--- src/design/bmt_pkg.sv ---
// Package for the breakpoint match table: request and response structs,
// kind, type, mode and status codes. No dependencies.
package bmt_pkg;

   localparam logic [2:0] KIND_CHECK  = 3'd0;
   localparam logic [2:0] KIND_ADD    = 3'd1;
   localparam logic [2:0] KIND_REMOVE = 3'd2;
   localparam logic [2:0] KIND_CLEAR  = 3'd3;
   localparam logic [2:0] KIND_IGNORE = 3'd4;
   localparam logic [2:0] KIND_ALL    = 3'd5;
   localparam logic [2:0] KIND_RUN    = 3'd6;
   localparam logic [2:0] KIND_STEP   = 3'd7;

   localparam logic [2:0] TYPE_EXEC       = 3'd0;
   localparam logic [2:0] TYPE_READ       = 3'd1;
   localparam logic [2:0] TYPE_WRITE      = 3'd2;
   localparam logic [2:0] TYPE_PORT_READ  = 3'd3;
   localparam logic [2:0] TYPE_PORT_WRITE = 3'd4;
   localparam logic [2:0] TYPE_TIME       = 3'd5;
   localparam logic [2:0] TYPE_RSVD6      = 3'd6;
   localparam logic [2:0] TYPE_RSVD7      = 3'd7;

   localparam logic [1:0] MODE_INACTIVE = 2'd0;
   localparam logic [1:0] MODE_ACTIVE   = 2'd1;
   localparam logic [1:0] MODE_HALTED   = 2'd2;

   localparam logic [1:0] STATUS_OK      = 2'd0;
   localparam logic [1:0] STATUS_MISSING = 2'd1;
   localparam logic [1:0] STATUS_FULL    = 2'd2;

   localparam logic [31:0] OFFSET_MASK = 32'h0000_3fff;

   typedef struct packed {
      logic [2:0]  kind;
      logic [2:0]  access_type;
      logic [31:0] value;
      logic [7:0]  mapped_page;
      logic [31:0] cycle_count;
      logic        page_given;
      logic [7:0]  page_number;
      logic [15:0] ignore_count;
      logic        oneshot;
      logic [15:0] entry_id;
   } req_type;

   typedef struct packed {
      logic        hit;
      logic [1:0]  status;
      logic [15:0] new_id;
      logic [1:0]  mode_now;
   } rsp_type;

   typedef struct packed {
      logic [2:0]  btype;
      logic        paged;
      logic [7:0]  page;
      logic [31:0] value;
      logic [15:0] ignore;
      logic        oneshot;
      logic [15:0] ident;
   } entry_type;

endpackage

--- src/design/breakpoint_match_table_top.sv ---
// Breakpoint match table top level: sequencer that scans, edits and compacts
// the entry memory. Depends on bmt_pkg and bmt_mem.
// Run, step, remove all, a refused add and a check that does not scan go from idle
// straight to done; an accepted add writes its entry in eval first. A scan reads
// and evaluates each entry visited; a removal moves each later entry up a slot.
// The next request can be accepted in the same cycle as the response is raised.
// Reset empties the table, sets the mode to inactive and the next id to one.
module breakpoint_match_table_top
   import bmt_pkg::*;
#(
   parameter int NUM_SLOTS = 16
) (
   input  logic    clock,
   input  logic    reset,
   input  logic    req_valid,
   output logic    req_ready,
   input  req_type req_data,
   output logic    rsp_valid,
   input  logic    rsp_ready,
   output rsp_type rsp_data
);

   localparam int IDX_W = (NUM_SLOTS > 1) ? $clog2(NUM_SLOTS) : 1;
   localparam int CNT_W = $clog2(NUM_SLOTS + 1);

   localparam logic [2:0] ST_IDLE = 3'd0;
   localparam logic [2:0] ST_READ = 3'd1;
   localparam logic [2:0] ST_EVAL = 3'd2;
   localparam logic [2:0] ST_SHFR = 3'd3;
   localparam logic [2:0] ST_SHFW = 3'd4;
   localparam logic [2:0] ST_DONE = 3'd5;

   logic [2:0]       state_ff, state_in;
   req_type          req_ff, req_in;
   rsp_type          rsp_ff, rsp_in;
   logic             rsp_valid_ff, rsp_valid_in;
   logic [CNT_W-1:0] total_ff, total_in;
   logic [15:0]      next_id_ff, next_id_in;
   logic [1:0]       mode_ff, mode_in;
   logic [CNT_W-1:0] idx_ff, idx_in;
   logic [CNT_W-1:0] shf_ff, shf_in;
   logic             found_ff, found_in;
   logic [1:0]       status_ff, status_in;
   logic             hit_ff, hit_in;

   logic             wr_en;
   logic [IDX_W-1:0] wr_addr, rd_addr;
   entry_type        wr_data, rd_data, new_entry;
   logic             match, clr_match;
   logic [15:0]      id_inc;

   bmt_mem #(.NUM_SLOTS(NUM_SLOTS), .IDX_W(IDX_W)) u_mem (
      .clock  (clock),
      .wr_en  (wr_en),
      .wr_addr(wr_addr),
      .wr_data(wr_data),
      .rd_addr(rd_addr),
      .rd_data(rd_data)
   );

   assign req_ready = (state_ff == ST_IDLE);
   assign rsp_valid = rsp_valid_ff;
   assign rsp_data  = rsp_ff;

   always_comb begin
      match = 1'b0;
      if (rd_data.btype == req_ff.access_type) begin
         if (req_ff.access_type == TYPE_TIME) begin
            match = (req_ff.cycle_count >= rd_data.value);
         end else if (!rd_data.paged) begin
            match = (rd_data.value == req_ff.value);
         end else begin
            match = (rd_data.page == req_ff.mapped_page) &&
                    (rd_data.value == (req_ff.value & OFFSET_MASK));
         end
      end
      clr_match = !rd_data.paged && (rd_data.btype inside {TYPE_EXEC, TYPE_READ, TYPE_WRITE})
                  && (rd_data.value == {16'd0, req_ff.value[15:0]});
      id_inc = next_id_ff + 16'd1;
      new_entry.btype   = req_ff.access_type;
      new_entry.paged   = req_ff.page_given;
      new_entry.page    = req_ff.page_number;
      new_entry.value   = (req_ff.access_type == TYPE_TIME) ? req_ff.value
                          : {16'd0, req_ff.value[15:0]};
      new_entry.ignore  = req_ff.ignore_count;
      new_entry.oneshot = req_ff.oneshot;
      new_entry.ident   = next_id_ff;
   end

   always_comb begin
      state_in     = state_ff;
      req_in       = req_ff;
      rsp_in       = rsp_ff;
      rsp_valid_in = rsp_valid_ff;
      total_in     = total_ff;
      next_id_in   = next_id_ff;
      mode_in      = mode_ff;
      idx_in       = idx_ff;
      shf_in       = shf_ff;
      found_in     = found_ff;
      status_in    = status_ff;
      hit_in       = hit_ff;
      wr_en        = 1'b0;
      wr_addr      = idx_ff[IDX_W-1:0];
      wr_data      = rd_data;
      rd_addr      = idx_ff[IDX_W-1:0];

      if (rsp_valid_ff && rsp_ready) begin
         rsp_valid_in = 1'b0;
      end

      case (state_ff)
         ST_IDLE: begin
            if (req_valid) begin
               req_in    = req_data;
               idx_in    = '0;
               found_in  = 1'b0;
               status_in = STATUS_OK;
               hit_in    = 1'b0;
               state_in  = ST_DONE;
               case (req_data.kind)
                  KIND_CHECK: begin
                     if (mode_ff == MODE_HALTED) begin
                        hit_in = 1'b1;
                     end else if (mode_ff == MODE_ACTIVE && total_ff != '0) begin
                        state_in = ST_READ;
                     end
                  end
                  KIND_ADD: begin
                     if (total_ff == CNT_W'(NUM_SLOTS)) begin
                        status_in = STATUS_FULL;
                     end else begin
                        state_in = ST_EVAL;
                     end
                  end
                  KIND_REMOVE, KIND_IGNORE, KIND_CLEAR: begin
                     if (total_ff == '0) begin
                        status_in = STATUS_MISSING;
                     end else begin
                        state_in = ST_READ;
                     end
                  end
                  KIND_ALL: begin
                     total_in   = '0;
                     next_id_in = 16'd1;
                     if (mode_ff == MODE_ACTIVE) begin
                        mode_in = MODE_INACTIVE;
                     end
                  end
                  KIND_RUN: begin
                     mode_in = (total_ff != '0) ? MODE_ACTIVE : MODE_INACTIVE;
                  end
                  default: begin
                     mode_in = MODE_HALTED;
                  end
               endcase
            end
         end
         ST_READ: begin
            state_in = ST_EVAL;
         end
         ST_EVAL: begin
            state_in = ST_READ;
            case (req_ff.kind)
               KIND_ADD: begin
                  wr_en           = 1'b1;
                  wr_addr         = total_ff[IDX_W-1:0];
                  wr_data         = new_entry;
                  next_id_in      = (id_inc == 16'd0) ? 16'd1 : id_inc;
                  total_in        = total_ff + CNT_W'(1);
                  req_in.entry_id = next_id_ff;
                  if (mode_ff == MODE_INACTIVE) begin
                     mode_in = MODE_ACTIVE;
                  end
                  state_in = ST_DONE;
               end
               KIND_CHECK: begin
                  if (match && rd_data.ignore != 16'd0) begin
                     wr_en          = 1'b1;
                     wr_data.ignore = rd_data.ignore - 16'd1;
                  end
                  if (match && rd_data.ignore == 16'd0) begin
                     hit_in  = 1'b1;
                     mode_in = MODE_HALTED;
                     if (rd_data.oneshot) begin
                        shf_in   = idx_ff;
                        state_in = ST_SHFR;
                     end else begin
                        state_in = ST_DONE;
                     end
                  end else if (idx_ff + CNT_W'(1) >= total_ff) begin
                     state_in = ST_DONE;
                  end else begin
                     idx_in = idx_ff + CNT_W'(1);
                  end
               end
               KIND_REMOVE, KIND_IGNORE: begin
                  if (rd_data.ident == req_ff.entry_id) begin
                     if (req_ff.kind == KIND_IGNORE) begin
                        wr_en          = 1'b1;
                        wr_data.ignore = req_ff.ignore_count;
                        state_in       = ST_DONE;
                     end else begin
                        found_in = 1'b1;
                        shf_in   = idx_ff;
                        state_in = ST_SHFR;
                     end
                  end else if (idx_ff + CNT_W'(1) >= total_ff) begin
                     status_in = STATUS_MISSING;
                     state_in  = ST_DONE;
                  end else begin
                     idx_in = idx_ff + CNT_W'(1);
                  end
               end
               default: begin
                  // Clear address: idx is the read pointer, shf the write pointer.
                  if (clr_match) begin
                     found_in = 1'b1;
                  end else begin
                     wr_en   = 1'b1;
                     wr_addr = shf_ff[IDX_W-1:0];
                     shf_in  = shf_ff + CNT_W'(1);
                  end
                  if (idx_ff + CNT_W'(1) >= total_ff) begin
                     total_in = clr_match ? shf_ff : shf_ff + CNT_W'(1);
                     if (!found_ff && !clr_match) begin
                        status_in = STATUS_MISSING;
                     end else if (mode_ff == MODE_ACTIVE && total_in == '0) begin
                        mode_in = MODE_INACTIVE;
                     end
                     state_in = ST_DONE;
                  end else begin
                     idx_in = idx_ff + CNT_W'(1);
                  end
               end
            endcase
         end
         ST_SHFR: begin
            rd_addr = IDX_W'(shf_ff + CNT_W'(1));
            if (shf_ff + CNT_W'(1) >= total_ff) begin
               total_in = total_ff - CNT_W'(1);
               if (mode_ff == MODE_ACTIVE && total_in == '0) begin
                  mode_in = MODE_INACTIVE;
               end
               state_in = ST_DONE;
            end else begin
               state_in = ST_SHFW;
            end
         end
         ST_SHFW: begin
            wr_en    = 1'b1;
            wr_addr  = shf_ff[IDX_W-1:0];
            shf_in   = shf_ff + CNT_W'(1);
            state_in = ST_SHFR;
         end
         default: begin
            if (!rsp_valid_ff || rsp_ready) begin
               rsp_valid_in    = 1'b1;
               rsp_in.hit      = hit_ff;
               rsp_in.status   = status_ff;
               rsp_in.mode_now = mode_ff;
               rsp_in.new_id   = (req_ff.kind == KIND_ADD && status_ff == STATUS_OK)
                                 ? req_ff.entry_id : 16'd0;
               state_in = ST_IDLE;
            end
         end
      endcase

      if (state_ff == ST_IDLE && req_valid && req_data.kind == KIND_CLEAR) begin
         shf_in = '0;
      end
   end

   always_ff @(posedge clock) begin
      if (reset) begin
         state_ff     <= ST_IDLE;
         rsp_valid_ff <= 1'b0;
         total_ff     <= '0;
         next_id_ff   <= 16'd1;
         mode_ff      <= MODE_INACTIVE;
      end else begin
         state_ff     <= state_in;
         rsp_valid_ff <= rsp_valid_in;
         total_ff     <= total_in;
         next_id_ff   <= next_id_in;
         mode_ff      <= mode_in;
      end
      req_ff    <= req_in;
      rsp_ff    <= rsp_in;
      idx_ff    <= idx_in;
      shf_ff    <= shf_in;
      found_ff  <= found_in;
      status_ff <= status_in;
      hit_ff    <= hit_in;
   end

endmodule

--- src/design/bmt_mem.sv ---
// Entry memory of the breakpoint match table: one write port, one
// registered read port. Depends on bmt_pkg.
module bmt_mem
   import bmt_pkg::*;
#(
   parameter int NUM_SLOTS = 16,
   parameter int IDX_W     = 4
) (
   input  logic             clock,
   input  logic             wr_en,
   input  logic [IDX_W-1:0] wr_addr,
   input  entry_type        wr_data,
   input  logic [IDX_W-1:0] rd_addr,
   output entry_type        rd_data
);

   entry_type mem [NUM_SLOTS];
   entry_type rd_data_ff;

   always_ff @(posedge clock) begin
      if (wr_en) begin
         mem[wr_addr] <= wr_data;
      end
      rd_data_ff <= mem[rd_addr];
   end

   assign rd_data = rd_data_ff;

endmodule

--- config.mk ---
export PLATFORM = sky130hd
export DESIGN_NAME = breakpoint_match_table_top
export DESIGN_NICKNAME = d
export VERILOG_FILES = /design/src/design/bmt_pkg.sv /design/src/design/breakpoint_match_table_top.sv /design/src/design/bmt_mem.sv
export SDC_FILE = /design/constraint.sdc
export NUM_CORES = 2
export LEC_CHECK = 0
export CORE_ASPECT_RATIO = 0.5
export CORE_MARGIN = 3
export CORE_UTILIZATION = 25
export CTS_CLUSTER_SIZE = 24
export DETAILED_ROUTE_END_ITERATION = 8
export DONT_BUFFER_PORTS = 1
export PLACE_DENSITY = 0.39
export SKIP_CTS_REPAIR_TIMING = 1
export SYNTH_ARGS = -nofsm -noshare
export SYNTH_HDL_FRONTEND = slang
export SYNTH_SLANG_ARGS = --single-unit
export TNS_END_PERCENT = 10
--- constraint.sdc ---
create_clock -name clock -period 11.8 [get_ports clock]
set_input_delay 0.59 -clock clock [delete_from_list [all_inputs] [get_ports clock]]
set_output_delay 0.59 -clock clock [all_outputs]
set_load 0.01 [all_outputs]
Word-level counts from Yosys, hierarchy flattened
Memory sizes are Yosys's and may differ from the RTL's. A register that Yosys moved wholly into a read port is not among the register bits.
Cells that the tools add are included.
- $add $sub $neg: 6
- multiply operators: 0
- divide/modulo/power cells: 0
- magnitude comparators: 3
- equality and inequality tests: 52
- shift operators: 0
- muxes and demuxes: 103
- bitwise logic cells: 1
- reductions and logical operators: 54
- operators by type and width (kind ; count):
    $mux 16 ; 9
    $mux 77 ; 1
    $mux 5 ; 13
    $pmux 16 s2 ; 2
    $pmux 16 s3 ; 1
    $pmux 5 s3 ; 3
    $mux 44 ; 1
    $mux 3 ; 11
    $eq 32x14->1 ; 1
    $eq 32x16->1 ; 1
    $eq 32x32->1 ; 1
    $ge 32x32->1 ; 1
    $logic_not 16->1 ; 2
    $mux 32 ; 1
    $mux 2 ; 15
    $pmux 5 s2 ; 3
    $mux 1 ; 24
    $ne 3x3->1 const B ; 8
    $reduce_and 6->1 ; 4
    $ne 2x2->1 const B ; 11
    $eq 3x2->1 const B ; 6
    $eq 3x3->1 const B ; 6
    $pmux 2 s3 ; 3
    $pmux 3 s3 ; 2
    42 further kinds ; 89
- flip-flop bits (word level): 182
- bits in latches: 0
- RAM bits: 1232
- ROM bits: 0
- output and inout bits: 23
- logic and storage cells: 244
- memories kept: 1
- memories (memory ; depth ; bits a word ; read ports ; clocked after memory_dff ; wr ports ; line ; RTL):
    u_mem.mem ; 16 ; 77 ; 1 ; 1 ; 1 ; bmt_mem.sv:17 ; entry_type mem [NUM_SLOTS];

Depth between registers and ports, before layout
- word-level depth: 12
- mapped depth: 12
- gate-level depth less buffers: 12

Cells and area by module
From an unflattened synthesis, not the netlist that was laid out.
- cells, all modules: 3193
- area, all modules: 58778.9 µm²
- by module, submodules not included (module ; instances ; cells an instance ; area an instance (µm²) ; seq. area each (µm²)):
    bmt_mem ; 1 ; 1978 ; 47575.6 ; 38537.0
    breakpoint_match_table_top ; 1 ; 1215 ; 11203.2 ; 5144.9

Worst setup path before layout
No wires, ideal clock.
- path type: register -> register
- start: reg req_ff[82] in the netlist's numbering
- end: mem u_mem.mem[11][0] in the netlist's numbering, enable pin
- setup time: 0.702 ns
- arrival: 9.508 ns
- data required time: 11.098 ns
- setup slack: 1.590 ns
- stages on the path, launching flop included: 10
- path buffers: 1
- clock period less this slack: 10.210 ns
- path through: edfxtp_1 > xnor2_1 > nand4_1 > nor4_1 > nand3_1 > clkbuf_1 > o2111ai_1 > nand3_1 > o21bai_1 > nor4_1
- cells in the longest elaborated chain, start to end: 11
- elaborated cells on any way between the ends: 18
- those cells by class: 3 x eq/ne; 12 x mux; 3 x reduce/logical
- ends and longest elaborated chain (what ; line ; RTL):
    start: declaration ; breakpoint_match_table_top.sv:34 ; req_type req_ff, req_in;
    start signal: assignment ; breakpoint_match_table_top.sv:288 ; req_ff <= req_in;
    $eq 32x14->1 ; breakpoint_match_table_top.sv:74 ; (rd_data.value == (req_ff.value & OFFSET_MASK));
    $logic_and 1x1->1 ; breakpoint_match_table_top.sv:73 ; match = (rd_data.page == req_ff.mapped_page) &&
    $mux 1 ; breakpoint_match_table_top.sv:70 ; end else if (!rd_data.paged) begin
    $mux 1 ; breakpoint_match_table_top.sv:68 ; if (req_ff.access_type == TYPE_TIME) begin
    $mux 1 ; breakpoint_match_table_top.sv:67 ; if (rd_data.btype == req_ff.access_type) begin
    $logic_and 1x1->1 ; breakpoint_match_table_top.sv:178 ; if (match && rd_data.ignore != 16'd0) begin
    $mux 1 ; breakpoint_match_table_top.sv:178 ;
    $pmux 1 s3 ; breakpoint_match_table_top.sv:164 ; case (req_ff.kind)
    $pmux 1 s2 ; breakpoint_match_table_top.sv:112 ; case (state_ff)
    $mux 1 ; bmt_mem.sv:21 ; if (wr_en) begin
    $mux 1 (not written as such) ; bmt_mem.sv:22 ; mem[wr_addr] <= wr_data;
    end: declaration ; bmt_mem.sv:17 ;
Parallel ways exist; a longest one is shown, timed or not.

Worst setup path in the final report
- start: reg req_ff[96] in the netlist's numbering
- end: mem u_mem.mem[3][62] in the netlist's numbering, enable pin
- cells in the longest elaborated chain, start to end: 10
- elaborated cells on any way between the ends: 16
- those cells by class: 2 x eq/ne; 12 x mux; 2 x reduce/logical
- ends and longest elaborated chain (what ; line ; RTL):
    $eq 32x32->1 ; breakpoint_match_table_top.sv:71 ; match = (rd_data.value == req_ff.value);
    $mux 1 ; breakpoint_match_table_top.sv:70 ;
    $mux 1 ; breakpoint_match_table_top.sv:68 ;
    $mux 1 ; breakpoint_match_table_top.sv:67 ;
    $logic_and 1x1->1 ; breakpoint_match_table_top.sv:178 ;
    $mux 1 ; breakpoint_match_table_top.sv:178 ;
    $pmux 1 s3 ; breakpoint_match_table_top.sv:164 ;
    $pmux 1 s2 ; breakpoint_match_table_top.sv:112 ;
    $mux 1 ; bmt_mem.sv:21 ;
    $mux 1 (not written as such) ; bmt_mem.sv:22 ;
Parallel ways exist; a longest one is shown, timed or not.

==> summary.txt <==
Yosys
  • Async S/R FF share, synth: 0
  • Synth Net Count: 3,462
  • Synthesized area: 59,560 um2
  • XOR/XNOR Fraction of Synth Area: 0.01088
  • YS warnings: 0
  • Post-synthesis sequential area ratio: 0.7335
  • Synth cell types: 71
  • EDFF count, synth: 1,382
  • Synth Register Bits: 1,491
  • Mux share of post-synthesis cell area: 0.1316
  • Simple-Gate Fraction of Synth Area: 0.04987
  • Largest family of logic cells by synthesized area: multiplexers
  • Synth Area in Compound Gates: 0.04792
  • Post-Synth Adder-Cell Area: 0.01029
  • Top FF cell, synth: edfxtp_1
  • Post-Syn Instances: 3,289
  • Avg Synthesized Cell Area: 18.11 um2

Clock network
  • CTS buffer count: 161
  • Clock insertion delay at the later pin of the skew report: 0.80 ns
  • Root Buffer: clkbuf_16
  • Clock sinks: 1,491
  • Worst-path clk slew: 0.07 ns
  • H-tree Lvls: 4
  • CTS tree: done
  • Max Buffers Root-to-Sink: 4

Detailed routing
  • DR iter-0 viols: 2,192
  • Max layer used: met5
  • WL met3: 6055 um
  • Detailed-route via count: 31.02k
  • Met1 wire length: 78,990 um
  • Routed Antenna Nets: 0
  • Vias per cell: 4.628
  • Post-route DRC: 0
  • Met2 Routed Length: 81,940 um
  • Pre-antenna DRT Iters: 5
  • Routed length per instance: 25.43 um
  • Final wirelength: 170,500 um

Timing
  • Fin crit share: 0.5369
  • Worst Clk Skew: 0.08052 ns
  • Worst-Margin Slew: 1.312 ns
  • Period minus WS final: 6.336 ns
  • Setup violations, final: 0
  • Max-Slew Margin vs Limit: 0.1191
  • Sum Neg Setup Slack: 0 ns
  • Hold Slack: 0.05406 ns
  • Final Max Slew Viols: 0
  • RSZ-0062 raised after global routing: no
  • Final Hold Fails: 0
  • Fmax: 157.8 MHz

Final layout
  • Nets@finish: 3,645
  • Area added between synthesis and finish: 16.78%
  • Final instance area: 69,550 um2
  • Core Util, Final: 0.2965
  • Layout cells sized above 1: 0.1837

Floorplanning
  • Core Footprint: 234,600 um2
  • Starting Density: 0.2539
  • Die footprint: 244,500 um2
  • FP Rows: 125
  • Die W: 696.3 um
  • DIE HEIGHT: 351.1 um
  • Boundary Pins: 147

Power
  • Final Power: 16,970 uW
  • VDD IR max: 0.1769 mV
  • Leak: 0.02209 uW
  • Power Dens Cells: 244.0 nW/um2

Placed design
  • HPWL Detailed: 99,850 um
  • Cell Area, Placed: 63,700 um2
  • Buffers on Ports: 0
  • GP Congestion: 0.7992

Global route
  • Initial antenna violation count: 25
  • First-pass GRT wire length: 242,000 um
  • Vias in the first global route: 31.62k
  • Global route overflow: 0
  • Tot GR Track Use: 0.1370
  • Largest net degree at the start of global routing: 119

Outcome
  • Outcome: completed

Hold path
  • Hold crit path type: input port to register

Worst setup path
  • Critical path type: register to register
  • Max FO, Critical Path: 35
  • CP required: 12.20 ns
  • Setup crit end kind: register
  • Critical path launch point type: register
  • Worst EP arrival: 6.74 ns

Run
  • Max Cap Viol: 0
## cells in the final DEF (no fill, tap or decap), drive strengths merged, types with 37 or more instances in the layout
cell type,synthesis,final
xnor2,37,37
mux4,308,308
nand2,218,218
nor2,64,64
buf,55,94
nand3,45,45
a211oi,91,91
clkinv,0,52
nor2b,85,85
xor2,37,37
dlygate4sd3,0,110
nor3,38,38
mux2i,88,88
inv,59,60
dfxtp,109,109
a21oi,139,139
ha,49,49
clkbuf,129,218
o21ai,79,79
edfxtp,1382,1382
## cell type report
class                           instances  area (um2)
Timing Repair Buffer                  204        1894
Tap cell                             3111        3892
Antenna cell                            5       12.51
Clock buffer                          218        4398
Fill cell                           23089      165100
Clock inverter                         60       335.3
Inverter                               59       226.5
Multi-Input combinational cell       1555       15110
Sequential cell                      1491       43680
## kinds of logic (layout without fill, tap and decap cells)
| group | count (synthesis) | in the layout |
|---|---|---|
| other | 0 | 5 |
| flip-flops | 1491 | 1491 |
| AO/OA/AOI/OAI | 440 | 440 |
| multiplexers | 398 | 398 |
| XOR/XNOR | 74 | 74 |
| AND/OR/NAND/NOR | 594 | 594 |
| adder cells (fa/ha/maj) | 49 | 49 |
| buffers and inverters | 243 | 541 |
## through the flow
| step | std cells | setup WS (ns) |
|---|---|---|
| 2_1_floorplan | 3289 | 1.590 |
| 3_3_place_gp | 6310 | 5.332 |
| 3_5_place_dp | 6310 | 5.174 |
| 4_1_cts | 6588 | 5.112 |
| 5_1_grt | 6702 | 4.856 |
| 6_report | 6703 | 5.464 |
## per-layer routing
layer	track usage	vias up
met2	0.2278	615
met4	0.03044	2
met5	0	-
met3	0.02038	250
li1	-	13622
met1	0.1896	16530
## sequential cells by signal, indices dropped and copies added (netlist names)
register / count
found_ff: 1
hit_ff: 1
idx_ff: 5
mode_ff: 2
new_entry: 29
next_id_ff: 16
req_ff: 91
rsp_data: 21
rsp_valid: 1
shf_ff: 5
state_ff: 3
status_ff: 2
total_ff: 5
u_mem.mem: 1232
u_mem.rd_data: 77
## path summary, 6_finish.rpt
| check | depth (start not counted) | slack [ns] | end | startpoint |
|---|---|---|---|---|
| max | 10 | 5.46 | u_mem.mem[3][62] | req_ff[96] |
| min | 3 | 0.05 | next_id_ff[4] | reset |
| max reg2reg | 10 | 5.46 | u_mem.mem[3][62] | req_ff[96] |
| min reg2reg | 0 | 0.43 | rsp_data[20] | hit_ff |
## power by group
part           total (uW)  leakage (uW)  internal (uW)  switching [uW]
Sequential           7510        0.0134           7150             362
Clock                4690       0.00232           2640            2040
Combinational        4770       0.00638           1710            3060
Total               17000        0.0221          11500            5470
## cells in the mapped netlist, types with 7 or more instances
master	n	area, um2
edfxtp_1	1382	41500
mux4_2	308	6937
nand2_1	218	818.3
a21oi_1	139	695.7
clkbuf_1	128	480.5
dfxtp_1	109	2182
a211oi_1	91	683.2
mux2i_1	88	880.8
nor2b_1	85	531.8
o21ai_0	75	375.4
nor2_1	64	240.2
inv_1	59	221.5
ha_1	49	613.1
nand3_1	45	225.2
nor3_1	38	190.2
xnor2_1	37	324.1
xor2_1	37	324.1
buf_1	32	120.1
nor4_1	27	168.9
buf_2	22	110.1
and2_1	21	131.4
nand2b_1	19	118.9
nand4_1	19	118.9
a21o_1	17	127.6
or3_1	14	87.58
o211ai_1	12	90.09
a31oi_1	11	68.82
o22ai_1	11	68.82
a22oi_1	9	67.56
and4_1	9	78.83
and3_1	8	50.05
a221oi_1	7	61.31
or2_2	7	43.79
## critical path: stages, from the launching register on
cell,delay (ns)
edfxtp_1,0.40
xor2_1,0.16
or3_1,0.48
a211oi_2,0.64
nand3_1,0.70
a21o_1,0.36
a21oi_1,0.54
nand2b_1,0.29
nor3_2,0.82
buf_4,0.72
buf_4,0.69
(Power assumes the default switching activity.)
